## config.mk

```make
export PLATFORM = sky130hd
export DESIGN_NAME = plan_load_session_controller
export DESIGN_NICKNAME = d
export VERILOG_FILES = /design/src/hw/rtl/plsc_pkg.sv /design/src/hw/rtl/plsc_cfg.sv /design/src/hw/rtl/plsc_core.sv /design/src/hw/rtl/plsc_out_buf.sv /design/src/hw/rtl/plan_load_session_controller.sv
export VERILOG_INCLUDE_DIRS = /design/src /design/src/hw/rtl
export SDC_FILE = /design/constraint.sdc
export NUM_CORES = 1
export LEC_CHECK = 0
export ABC_AREA = 0
export BUFFER_PORTS_ARGS = -buffer_cell sky130_fd_sc_hd__buf_2
export CELL_PAD_IN_SITES_DETAIL_PLACEMENT = 0
export CELL_PAD_IN_SITES_GLOBAL_PLACEMENT = 1
export CORE_ASPECT_RATIO = 0.7
export CORE_MARGIN = 4
export CORE_UTILIZATION = 40
export DETAILED_ROUTE_END_ITERATION = 12
export GPL_TIMING_DRIVEN = 1
export PLACE_DENSITY_LB_ADDON = 0.05
export SYNTH_ARGS = -nofsm -noshare
export SYNTH_HDL_FRONTEND = slang
export SYNTH_HIERARCHICAL = 1
export SYNTH_SLANG_ARGS = --single-unit
```

## constraint.sdc

```tcl
create_clock -name clk -period 7.06 [get_ports clk]
set_input_delay 0.353 -clock clk [delete_from_list [all_inputs] [get_ports clk]]
set_output_delay 0.353 -clock clk [all_outputs]
set_load 0.005 [all_outputs]
```

## src/hw/rtl/plan_load_session_controller_assert.svh

```systemverilog
// assertion macros for the plan load session controller
`ifndef PLAN_LOAD_SESSION_CONTROLLER_ASSERT_SVH
`define PLAN_LOAD_SESSION_CONTROLLER_ASSERT_SVH

`ifndef SYNTHESIS
`define PLSC_ASSERT_IMP(lbl, ante, cons) \
	lbl: assert property (@(posedge clk) disable iff (!arst_n) (ante) |-> (cons)) \
		else $error("plsc assertion failed");
`define PLSC_ASSERT_NXT(lbl, ante, cons) \
	lbl: assert property (@(posedge clk) disable iff (!arst_n) (ante) |=> (cons)) \
		else $error("plsc assertion failed");
`else
`define PLSC_ASSERT_IMP(lbl, ante, cons)
`define PLSC_ASSERT_NXT(lbl, ante, cons)
`endif

`endif

```

## src/hw/rtl/plsc_pkg.sv

```systemverilog
// shared types, codes and helpers for the plan load session controller
`timescale 1ns / 1ps

package plsc_pkg;

	localparam logic [31:0] MAX_PLAN_LENGTH_RESET = 32'd1048576;
	localparam int unsigned PADDR_W = 3;
	localparam logic REG_MAX_PLAN_LENGTH = 1'b0;

	typedef enum logic [3:0] {
		MODE_FEED        = 4'd0,
		MODE_EOF         = 4'd1,
		MODE_HELLO       = 4'd2,
		MODE_BEGIN_HOP   = 4'd3,
		MODE_FINISH_HOP  = 4'd4,
		MODE_CANCEL      = 4'd5,
		MODE_BEGIN_KV    = 4'd6,
		MODE_FINISH_KV   = 4'd7,
		MODE_UNLOAD      = 4'd8,
		MODE_FIN_UNLOAD  = 4'd9
	} mode_t;

	typedef enum logic [2:0] {
		ERR_NONE       = 3'd0,
		ERR_STATE      = 3'd1,
		ERR_TOO_LARGE  = 3'd2,
		ERR_EOF        = 3'd3,
		ERR_INCOMPLETE = 3'd4,
		ERR_BUSY       = 3'd5,
		ERR_NO_OP      = 3'd6,
		ERR_WRONG_OP   = 3'd7
	} err_t;

	localparam logic [2:0] CODE_AWAIT     = 3'd0;
	localparam logic [2:0] CODE_LOADED    = 3'd1;
	localparam logic [2:0] CODE_READY     = 3'd2;
	localparam logic [2:0] CODE_HOP       = 3'd3;
	localparam logic [2:0] CODE_KV        = 3'd4;
	localparam logic [2:0] CODE_UNLOADING = 3'd5;
	localparam logic [2:0] CODE_UNLOADED  = 3'd6;
	localparam logic [2:0] CODE_FAILED    = 3'd7;

	typedef enum logic [7:0] {
		S_AWAIT     = 8'b0000_0001,
		S_LOADED    = 8'b0000_0010,
		S_READY     = 8'b0000_0100,
		S_HOP       = 8'b0000_1000,
		S_KV        = 8'b0001_0000,
		S_UNLOADING = 8'b0010_0000,
		S_UNLOADED  = 8'b0100_0000,
		S_FAILED    = 8'b1000_0000
	} sess_t;

	localparam logic [3:0] KIND_HOP    = 4'd0;
	localparam logic [3:0] KIND_UNLOAD = 4'd8;

	typedef struct packed {
		logic [2:0] state_code;
		logic [2:0] error_code;
		logic [7:0] payload_byte;
		logic       payload_valid;
	} result_t;

	function automatic logic [2:0] sess_code(input sess_t s);
		logic [2:0] c;
		c = CODE_AWAIT;
		unique case (s)
			S_AWAIT:     c = CODE_AWAIT;
			S_LOADED:    c = CODE_LOADED;
			S_READY:     c = CODE_READY;
			S_HOP:       c = CODE_HOP;
			S_KV:        c = CODE_KV;
			S_UNLOADING: c = CODE_UNLOADING;
			S_UNLOADED:  c = CODE_UNLOADED;
			S_FAILED:    c = CODE_FAILED;
			default:     c = CODE_AWAIT;
		endcase
		return c;
	endfunction

	function automatic logic is_kv(input logic [3:0] k);
		return (k != 4'd0) && !k[3];
	endfunction

endpackage

```

## src/hw/rtl/plsc_cfg.sv

```systemverilog
// apb register holding the maximum plan length
`timescale 1ns / 1ps

module plsc_cfg (
	input  logic                          clk,
	input  logic                          arst_n,
	input  logic                          psel,
	input  logic                          penable,
	input  logic                          pwrite,
	input  logic [plsc_pkg::PADDR_W-1:0]  paddr,
	input  logic [31:0]                   pwdata,
	output logic [31:0]                   prdata,
	output logic                          pready,
	output logic [31:0]                   max_plan_length
);

	logic [31:0] max_q;
	logic        hit;

	assign hit = (paddr[2] == plsc_pkg::REG_MAX_PLAN_LENGTH);

	always_ff @(posedge clk or negedge arst_n) begin
		if (!arst_n) begin
			max_q <= plsc_pkg::MAX_PLAN_LENGTH_RESET;
		end else if (psel && penable && pwrite && hit) begin
			max_q <= pwdata;
		end
	end

	assign prdata          = hit ? max_q : 32'd0;
	assign pready          = 1'b1;
	assign max_plan_length = max_q;

endmodule

```

## src/hw/rtl/plsc_core.sv

```systemverilog
// input register, plan reader and session state machine
`timescale 1ns / 1ps

module plsc_core (
	input  logic                clk,
	input  logic                arst_n,
	input  logic                in_valid,
	output logic                in_ready,
	input  logic [3:0]          mode,
	input  logic [7:0]          data_byte,
	input  logic [3:0]          operation_code,
	input  logic [31:0]         max_plan_length,
	output logic                res_valid,
	input  logic                res_ready,
	output plsc_pkg::result_t   res
);

	plsc_pkg::mode_t mode_s1;
	logic [7:0]      byte_s1;
	logic [3:0]      op_s1;
	logic            valid_s1;

	logic [31:0]     len_q, len_n;
	logic [2:0]      pcnt_q, pcnt_n;
	logic            lknown_q, lknown_n;
	logic [31:0]     rcnt_q, rcnt_n;
	logic            rcomplete_q, rcomplete_n;
	logic            rfailed_q, rfailed_n;
	plsc_pkg::sess_t sess_q, sess_n;
	logic [3:0]      kind_q, kind_n;
	logic            active_q, active_n;

	logic            advance;
	logic            is_feed;
	logic [31:0]     len_cat;
	logic [31:0]     rcnt_inc;
	logic [2:0]      feed_state;
	plsc_pkg::err_t  err;
	logic [7:0]      pb;
	logic            pv;

	assign advance  = valid_s1 && res_ready;
	assign in_ready = !valid_s1 || res_ready;

	always_ff @(posedge clk or negedge arst_n) begin
		if (!arst_n) begin
			valid_s1 <= 1'b0;
		end else if (in_ready) begin
			valid_s1 <= in_valid;
		end
	end

	always_ff @(posedge clk) begin
		if (in_valid && in_ready) begin
			mode_s1 <= plsc_pkg::mode_t'(mode);
			byte_s1 <= data_byte;
			op_s1   <= operation_code;
		end
	end

	assign len_cat  = len_q | ({24'd0, byte_s1} << {pcnt_q[1:0], 3'b000});
	assign rcnt_inc = rcnt_q + 32'd1;

	always_comb begin
		len_n       = len_q;
		pcnt_n      = pcnt_q;
		lknown_n    = lknown_q;
		rcnt_n      = rcnt_q;
		rcomplete_n = rcomplete_q;
		rfailed_n   = rfailed_q;
		sess_n      = sess_q;
		kind_n      = kind_q;
		active_n    = active_q;
		is_feed     = 1'b0;
		feed_state  = plsc_pkg::CODE_AWAIT;
		err         = plsc_pkg::ERR_NONE;
		pb          = 8'd0;
		pv          = 1'b0;
		unique case (mode_s1)
			plsc_pkg::MODE_FEED: begin
				is_feed = 1'b1;
				priority if (rfailed_q) begin
					err = plsc_pkg::ERR_STATE;
				end else if (rcomplete_q) begin
					feed_state = plsc_pkg::CODE_LOADED;
				end else if (!lknown_q) begin
					len_n  = len_cat;
					pcnt_n = pcnt_q + 3'd1;
					if (pcnt_q == 3'd3) begin
						lknown_n = 1'b1;
						priority if (len_cat > max_plan_length) begin
							rfailed_n = 1'b1;
							err       = plsc_pkg::ERR_TOO_LARGE;
						end else if (rcnt_q == len_cat) begin
							rcomplete_n = 1'b1;
							feed_state  = plsc_pkg::CODE_LOADED;
						end else begin
							feed_state = plsc_pkg::CODE_AWAIT;
						end
					end
				end else begin
					rcnt_n = rcnt_inc;
					pb     = byte_s1;
					pv     = 1'b1;
					if (rcnt_inc == len_q) begin
						rcomplete_n = 1'b1;
						feed_state  = plsc_pkg::CODE_LOADED;
					end
				end
			end
			plsc_pkg::MODE_EOF: begin
				if (sess_q != plsc_pkg::S_UNLOADED) begin
					if (!rcomplete_q) begin
						rfailed_n = 1'b1;
					end
					sess_n   = plsc_pkg::S_FAILED;
					active_n = 1'b0;
					err      = plsc_pkg::ERR_EOF;
				end
			end
			plsc_pkg::MODE_HELLO: begin
				if (sess_q != plsc_pkg::S_AWAIT || !rcomplete_q) begin
					err = plsc_pkg::ERR_STATE;
				end else begin
					sess_n = plsc_pkg::S_READY;
				end
			end
			plsc_pkg::MODE_BEGIN_HOP: begin
				priority if (active_q) begin
					err = plsc_pkg::ERR_BUSY;
				end else if (sess_q != plsc_pkg::S_READY) begin
					err = plsc_pkg::ERR_STATE;
				end else begin
					sess_n   = plsc_pkg::S_HOP;
					kind_n   = plsc_pkg::KIND_HOP;
					active_n = 1'b1;
				end
			end
			plsc_pkg::MODE_FINISH_HOP: begin
				priority if (!active_q) begin
					err = plsc_pkg::ERR_NO_OP;
				end else if (kind_q != plsc_pkg::KIND_HOP) begin
					err = plsc_pkg::ERR_WRONG_OP;
				end else begin
					active_n = 1'b0;
					sess_n   = plsc_pkg::S_READY;
				end
			end
			plsc_pkg::MODE_CANCEL: begin
				if (!active_q || kind_q != plsc_pkg::KIND_HOP) begin
					err = plsc_pkg::ERR_STATE;
				end else begin
					active_n = 1'b0;
					sess_n   = plsc_pkg::S_READY;
				end
			end
			plsc_pkg::MODE_BEGIN_KV: begin
				priority if (!plsc_pkg::is_kv(op_s1)) begin
					err = plsc_pkg::ERR_WRONG_OP;
				end else if (active_q) begin
					err = plsc_pkg::ERR_BUSY;
				end else if (sess_q != plsc_pkg::S_READY) begin
					err = plsc_pkg::ERR_STATE;
				end else begin
					kind_n   = op_s1;
					active_n = 1'b1;
					sess_n   = plsc_pkg::S_KV;
				end
			end
			plsc_pkg::MODE_FINISH_KV: begin
				priority if (!active_q) begin
					err = plsc_pkg::ERR_NO_OP;
				end else if (!plsc_pkg::is_kv(kind_q)) begin
					err = plsc_pkg::ERR_WRONG_OP;
				end else begin
					active_n = 1'b0;
					sess_n   = plsc_pkg::S_READY;
				end
			end
			plsc_pkg::MODE_UNLOAD: begin
				priority if (active_q) begin
					err = plsc_pkg::ERR_BUSY;
				end else if (sess_q != plsc_pkg::S_READY) begin
					err = plsc_pkg::ERR_STATE;
				end else begin
					kind_n   = plsc_pkg::KIND_UNLOAD;
					active_n = 1'b1;
					sess_n   = plsc_pkg::S_UNLOADING;
				end
			end
			plsc_pkg::MODE_FIN_UNLOAD: begin
				if (!active_q || kind_q != plsc_pkg::KIND_UNLOAD) begin
					err = plsc_pkg::ERR_WRONG_OP;
				end else begin
					active_n = 1'b0;
					sess_n   = plsc_pkg::S_UNLOADED;
				end
			end
			default: begin
			end
		endcase
	end

	always_ff @(posedge clk or negedge arst_n) begin
		if (!arst_n) begin
			len_q       <= 32'd0;
			pcnt_q      <= 3'd0;
			lknown_q    <= 1'b0;
			rcnt_q      <= 32'd0;
			rcomplete_q <= 1'b0;
			rfailed_q   <= 1'b0;
			sess_q      <= plsc_pkg::S_AWAIT;
			kind_q      <= 4'd0;
			active_q    <= 1'b0;
		end else if (advance) begin
			len_q       <= len_n;
			pcnt_q      <= pcnt_n;
			lknown_q    <= lknown_n;
			rcnt_q      <= rcnt_n;
			rcomplete_q <= rcomplete_n;
			rfailed_q   <= rfailed_n;
			sess_q      <= sess_n;
			kind_q      <= kind_n;
			active_q    <= active_n;
		end
	end

	assign res_valid          = valid_s1;
	assign res.state_code     = is_feed ? feed_state : plsc_pkg::sess_code(sess_n);
	assign res.error_code     = err;
	assign res.payload_byte   = pb;
	assign res.payload_valid  = pv;

endmodule

```

## src/hw/rtl/plsc_out_buf.sv

```systemverilog
// two-entry result register with skid entry
`timescale 1ns / 1ps

module plsc_out_buf (
	input  logic              clk,
	input  logic              arst_n,
	input  logic              push_valid,
	output logic              push_ready,
	input  plsc_pkg::result_t push_data,
	output logic              out_valid,
	input  logic              out_ready,
	output plsc_pkg::result_t out_data
);

	plsc_pkg::result_t entry_q [2];
	logic              wr_ptr_q;
	logic              rd_ptr_q;
	logic [1:0]        count_q;
	logic              push;
	logic              pop;

	assign out_valid  = (count_q != 2'd0);
	assign pop        = out_valid && out_ready;
	assign push_ready = (count_q != 2'd2) || out_ready;
	assign push       = push_valid && push_ready;

	always_ff @(posedge clk or negedge arst_n) begin
		if (!arst_n) begin
			wr_ptr_q <= 1'b0;
			rd_ptr_q <= 1'b0;
			count_q  <= 2'd0;
		end else begin
			if (push) begin
				wr_ptr_q <= !wr_ptr_q;
			end
			if (pop) begin
				rd_ptr_q <= !rd_ptr_q;
			end
			unique case ({push, pop})
				2'b10:   count_q <= count_q + 2'd1;
				2'b01:   count_q <= count_q - 2'd1;
				default: count_q <= count_q;
			endcase
		end
	end

	always_ff @(posedge clk) begin
		if (push) begin
			entry_q[wr_ptr_q] <= push_data;
		end
	end

	assign out_data = entry_q[rd_ptr_q];

endmodule

```

## src/hw/rtl/plan_load_session_controller.sv

```systemverilog
// plan load session controller: plan byte reader and session state machine
//
// input channel: in_valid/in_ready with mode, data_byte, operation_code;
// each item is one event, a feed item carries one plan byte
// output channel: out_valid/out_ready with state_code, error_code,
// payload_byte, payload_valid; exactly one result per input item, in order
// config: apb write of max_plan_length at byte address 0, pready always high
// path: an accepted item is held in the input register, and its result is held in
// the result register, which drives out_valid
// throughput: one item per cycle while the result buffer can take a result
// stall: the result buffer holds two results and the input register one,
// so up to three items are taken while out_ready is low before in_ready drops
// reset: arst_n clears the plan reader, puts the session in awaiting plan,
// empties the buffers and loads max_plan_length with 1048576
// payload bytes leave with payload_valid set and are not stored here
`timescale 1ns / 1ps

module plan_load_session_controller (
	input  logic                          clk,
	input  logic                          arst_n,
	input  logic                          in_valid,
	output logic                          in_ready,
	input  logic [3:0]                    mode,
	input  logic [7:0]                    data_byte,
	input  logic [3:0]                    operation_code,
	output logic                          out_valid,
	input  logic                          out_ready,
	output logic [2:0]                    state_code,
	output logic [2:0]                    error_code,
	output logic [7:0]                    payload_byte,
	output logic                          payload_valid,
	input  logic                          psel,
	input  logic                          penable,
	input  logic                          pwrite,
	input  logic [plsc_pkg::PADDR_W-1:0]  paddr,
	input  logic [31:0]                   pwdata,
	output logic [31:0]                   prdata,
	output logic                          pready
);

	`include "plan_load_session_controller_assert.svh"

	logic [31:0]       max_plan_length;
	logic              res_valid;
	logic              res_ready;
	plsc_pkg::result_t res;
	plsc_pkg::result_t out_data;

	plsc_cfg u_cfg (
		.clk             (clk),
		.arst_n          (arst_n),
		.psel            (psel),
		.penable         (penable),
		.pwrite          (pwrite),
		.paddr           (paddr),
		.pwdata          (pwdata),
		.prdata          (prdata),
		.pready          (pready),
		.max_plan_length (max_plan_length)
	);

	plsc_core u_core (
		.clk             (clk),
		.arst_n          (arst_n),
		.in_valid        (in_valid),
		.in_ready        (in_ready),
		.mode            (mode),
		.data_byte       (data_byte),
		.operation_code  (operation_code),
		.max_plan_length (max_plan_length),
		.res_valid       (res_valid),
		.res_ready       (res_ready),
		.res             (res)
	);

	plsc_out_buf u_out_buf (
		.clk        (clk),
		.arst_n     (arst_n),
		.push_valid (res_valid),
		.push_ready (res_ready),
		.push_data  (res),
		.out_valid  (out_valid),
		.out_ready  (out_ready),
		.out_data   (out_data)
	);

	assign state_code    = out_data.state_code;
	assign error_code    = out_data.error_code;
	assign payload_byte  = out_data.payload_byte;
	assign payload_valid = out_data.payload_valid;

	`PLSC_ASSERT_IMP(a_payload_only_on_reader, out_valid && payload_valid, (state_code == plsc_pkg::CODE_AWAIT || state_code == plsc_pkg::CODE_LOADED) && error_code == plsc_pkg::ERR_NONE)
	`PLSC_ASSERT_IMP(a_stall_only_when_blocked, !in_ready, out_valid && !out_ready)
	`PLSC_ASSERT_NXT(a_cfg_write_lands, psel && penable && pwrite && pready && paddr[2] == plsc_pkg::REG_MAX_PLAN_LENGTH, max_plan_length == $past(pwdata))

endmodule

```

==> results.json <==
{
  "outcome": "complete, no violations",
  "met3_usage_pct": 4.60,
  "period_minus_slack_ns": 3.79,
  "number_of_antenna_violations_at_the_first_check_in_global_routing": 0,
  "cts_resized": 0,
  "route.antenna.remaining_nets": 0,
  "synth_compound_gate_area_share_pct": 12.7,
  "place.detailed.hpwl_um": 22000,
  "holdPathEnd": "u_core/byte_s1[5]",
  "die_w_um": 199,
  "global_route.usage.met2_pct": 24.1,
  "synth.cells.most_frequent": "sky130_fd_sc_hd__dfrtp_1, sky130_fd_sc_hd__xnor2_1, sky130_fd_sc_hd__nand2_1, sky130_fd_sc_hd__nor2_1, sky130_fd_sc_hd__inv_1",
  "cts.reportedPaths.clkPinSlew_ns": 0.07,
  "post_synth_xor_area_fraction_pct": 9.70,
  "synth-edff-count": 46,
  "drt_pass1_iterations": 5,
  "drc": 0,
  "hold_path_depth": 1,
  "achievable_frequency_ghz": 0.264,
  "detail_route.wirelength_um": 28400,
  "stdcell_count": 1401,
  "yosys_warnings": 6,
  "synth-seq-cells": 166,
  "utilization_pct": 46.3,
  "fin_crit_sh_pct": 53.7,
  "stdcell_area_um2": 11500,
  "grt.overflow.total": 0,
  "synth.lib_cells_used.distinct": 87,
  "post_drt_via_cell_ratio": 5.35,
  "simple_logic_cell_fraction_of_the_synthesized_area_pct": 18.3,
  "grt_first_pass_wirelength_um": 45100,
  "placed_cells": 1368,
  "final_nets": 1157,
  "initial_cell_density_of_the_core_pct": 41.0,
  "crit_type": "register to register",
  "rsz0062_at_grt": "false",
  "antenna_cells": 0,
  "die_height_um": 142,
  "critical_path_required_ns": 7.36,
  "slew_headroom_pct": 35.6,
  "yosysSeqAreaShare_pct": 43.0,
  "busiest_layer": "met1",
  "power_density_nw_per_um2": 268,
  "post_route_cells_drive_above_1_share_pct": 20.5,
  "finalHoldViolCount": 0,
  "wl_per_cell_um": 20.3,
  "grt_util_all_layers_pct": 21.0,
  "port_buffers": 104,
  "design.portCount": 108,
  "finClkSkew_ns": 0.0107,
  "power.clock.fraction_pct": 32.0,
  "fin_tns_setup_ns": 0,
  "synth.area.mux_share_pct": 7.03,
  "cts_sinks": 166,
  "reg2reg_depth": 11,
  "min-delay-start": "data_byte[5]",
  "cts_tree": "done",
  "total_switching_power_mw": 0.990,
  "worstSetupStartpointType": "register",
  "finalWeightedCongestion": 0.898,
  "mappedNetlistArea_um2": 10200,
  "worst_setup_path_end_kind": "register",
  "std_cell_rows": 48,
  "cts-buffers-inserted": 17,
  "power.combinational.fraction_pct": 27.0,
  "clkLatencyLatePin_ns": 0.43,
  "placeableCoreArea_um2": 24900,
  "r2r_start": "u_core/pcnt_q[1]",
  "clock_tree.root_cell": "sky130_fd_sc_hd__clkbuf_16",
  "r2r-end": "u_out_buf/entry_q[0][12]",
  "grt_pass1_vias": 7263,
  "netlist_top_cells_area": "sky130_fd_sc_hd__dfrtp_1, sky130_fd_sc_hd__edfxtp_1, sky130_fd_sc_hd__xnor2_1",
  "sequentialPowerShare_pct": 41.1,
  "via_count": 7500,
  "prevailing_post_synth_register_cell": "sky130_fd_sc_hd__dfrtp_1",
  "yosys.area.top_type": "sky130_fd_sc_hd__dfrtp_1",
  "synthCells": 992,
  "syn-num-nets": 1086,
  "switching_share_pct": 32.1,
  "maxCapViolCount": 0,
  "main_combinational_cell_family_by_area_after_synthesis": "simple AND/OR/NAND/NOR gates",
  "internal_power_contribution_mw": 2.10,
  "grt_max_degree": 55,
  "final-setup-viol-count": 0,
  "initialDrtViolationCount": 622,
  "flow.area_growth_from_synthesis_pct": 12.8,
  "ys_async_sr_fraction_pct": 72.3,
  "power.total_mw": 3.09,
  "preCtsSetupSlack_ns": 3.29,
  "report.final.slew_viol_count": 0,
  "number_of_buffers_between_clock_root_and_the_deepest_sink": 2,
  "timing.hold.ws_ns": 0.0899,
  "syn-mean-instance-area_um2": 10.3,
  "measured_slew_at_the_worst_slew_check_pin_ns": 0.957,
  "met1_usage_pct": 37.2,
  "worst_ir_drop_vdd_v": 0.000155,
  "post-synth-top-area-fraction_pct": 28.9,
  "hold_path_class": "primary input to register",
  "final.setup.worst_slack_ns": 3.27,
  "total_leakage_power_nw": 5.35,
  "die_area_um2": 28200,
  "placed_area_um2": 10900,
  "rrSetupSlack_ns": 3.27,
  "synth_fa_ha_area_share_pct": 4.42,
  "htreeDepth": 4,
  "yosysMostFrequentCell": "sky130_fd_sc_hd__dfrtp_1",
  "worst_ep_arrival_time_ns": 4.09,
  "crit_path_max_fanout": 10
}
==> critical path: stages (launching register included) <==
cell and delay [ns]:
sky130_fd_sc_hd__dfrtp_1 0.60, sky130_fd_sc_hd__nor2b_1 0.57, sky130_fd_sc_hd__a21o_1 0.31, sky130_fd_sc_hd__ha_1 0.28, sky130_fd_sc_hd__a211oi_1 0.24, sky130_fd_sc_hd__o21bai_1 0.10
sky130_fd_sc_hd__a21oi_1 0.15, sky130_fd_sc_hd__o21ai_0 0.09, sky130_fd_sc_hd__a211oi_1 0.32, sky130_fd_sc_hd__a21boi_0 0.37, sky130_fd_sc_hd__o311ai_1 0.45, sky130_fd_sc_hd__a31o_1 0.17
==> power by group through the flow <==
stage	combinational [mW]	sequential [mW]	clock, mW
after floorplan	0.637	1.20	0
after global placement	0.834	1.28	0
after detailed placement	0.838	1.28	0
after CTS	0.843	1.27	1.01
after global routing	0.935	1.29	1.06
final	0.832	1.27	0.986
==> sequential cells by signal, indices dropped and copies added (netlist names), 2 cells and up <==
register and cells:
u_cfg/max_plan_length 32, u_core/len_q 32, u_core/rcnt_q 32, u_out_buf/entry_q 30
u_core/byte_s1 8, u_core/sess_q 8, u_core/kind_q 4, u_core/mode_s1 4
u_core/op_s1 4, u_core/pcnt_q 3, u_out_buf/count_q 2
==> worst max-delay path by stage <==
| stage | startpoint | end | slack [ns] | cells past startpoint |
|---|---|---|---|---|
| final | u_core/pcnt_q[1] | u_out_buf/entry_q[0][12] | 3.27 | 11 |
| after global routing | u_core/pcnt_q[0] | u_out_buf/entry_q[1][12] | 2.98 | 12 |
| after CTS | u_core/pcnt_q[1] | u_out_buf/entry_q[0][12] | 3.27 | 11 |
| after detailed placement | u_core/pcnt_q[1] | u_out_buf/entry_q[1][12] | 3.29 | 11 |
| after global placement | u_core/pcnt_q[0] | u_out_buf/entry_q[0][12] | 3.33 | 12 |
| after floorplan | u_core/pcnt_q[1] | u_out_buf/entry_q[0][12] | 4.21 | 12 |
==> logic make-up (layout without fill, tap and decap cells) <==
group | Yosys count | count (layout)
DFF | 166 | 166
xor gates and xnor gates | 113 | 113
and+or+nand+nor | 328 | 328
other | 1 | 1
buffers and inverters | 108 | 192
AOI/OAI and AO/OA | 186 | 186
adders and majority gates | 36 | 36
muxes | 54 | 54
==> area by class of cell <==
| type | instances | area (µm²) |
|---|---|---|
| Tap cell | 325 | 407 |
| Sequential cell | 166 | 4390 |
| Fill cell | 2423 | 13400 |
| Timing Repair Buffer | 111 | 578 |
| Multi-Input combinational cell | 718 | 5330 |
| Clock inverter | 15 | 189 |
| Inverter | 49 | 184 |
| Clock buffer | 17 | 425 |
==> layout by cell type, fill, tap and decap left out, types with 36 or more instances in the layout <==
cell type,count
sky130_fd_sc_hd__buf_2,103
sky130_fd_sc_hd__xnor2_1,73
sky130_fd_sc_hd__xor2_1,40
sky130_fd_sc_hd__inv_1,48
sky130_fd_sc_hd__dfrtp_1,118
sky130_fd_sc_hd__nand2_1,60
sky130_fd_sc_hd__edfxtp_1,46
sky130_fd_sc_hd__ha_1,36
sky130_fd_sc_hd__a21oi_1,37
sky130_fd_sc_hd__nor2_1,59
sky130_fd_sc_hd__nor2b_1,41
==> routing by layer <==
layer / up-vias / routed length (µm) / part of all wire, %
met3: 22 / 2080 / 7.3
met4: 0 / 344 / 1.2
li1: 3668 / - / -
met1: 3549 / 16000 / 56
met5: - / 0 / 0
met2: 261 / 10000 / 35
==> repair_timing <==
item / 4_1_cts / 5_1_grt
endpoints found under the hold margin: 38 / 0
hold buffers: 1 / 0
setup buffers: 0 / 0
Note: power is estimated with default switching activity, not from simulation.
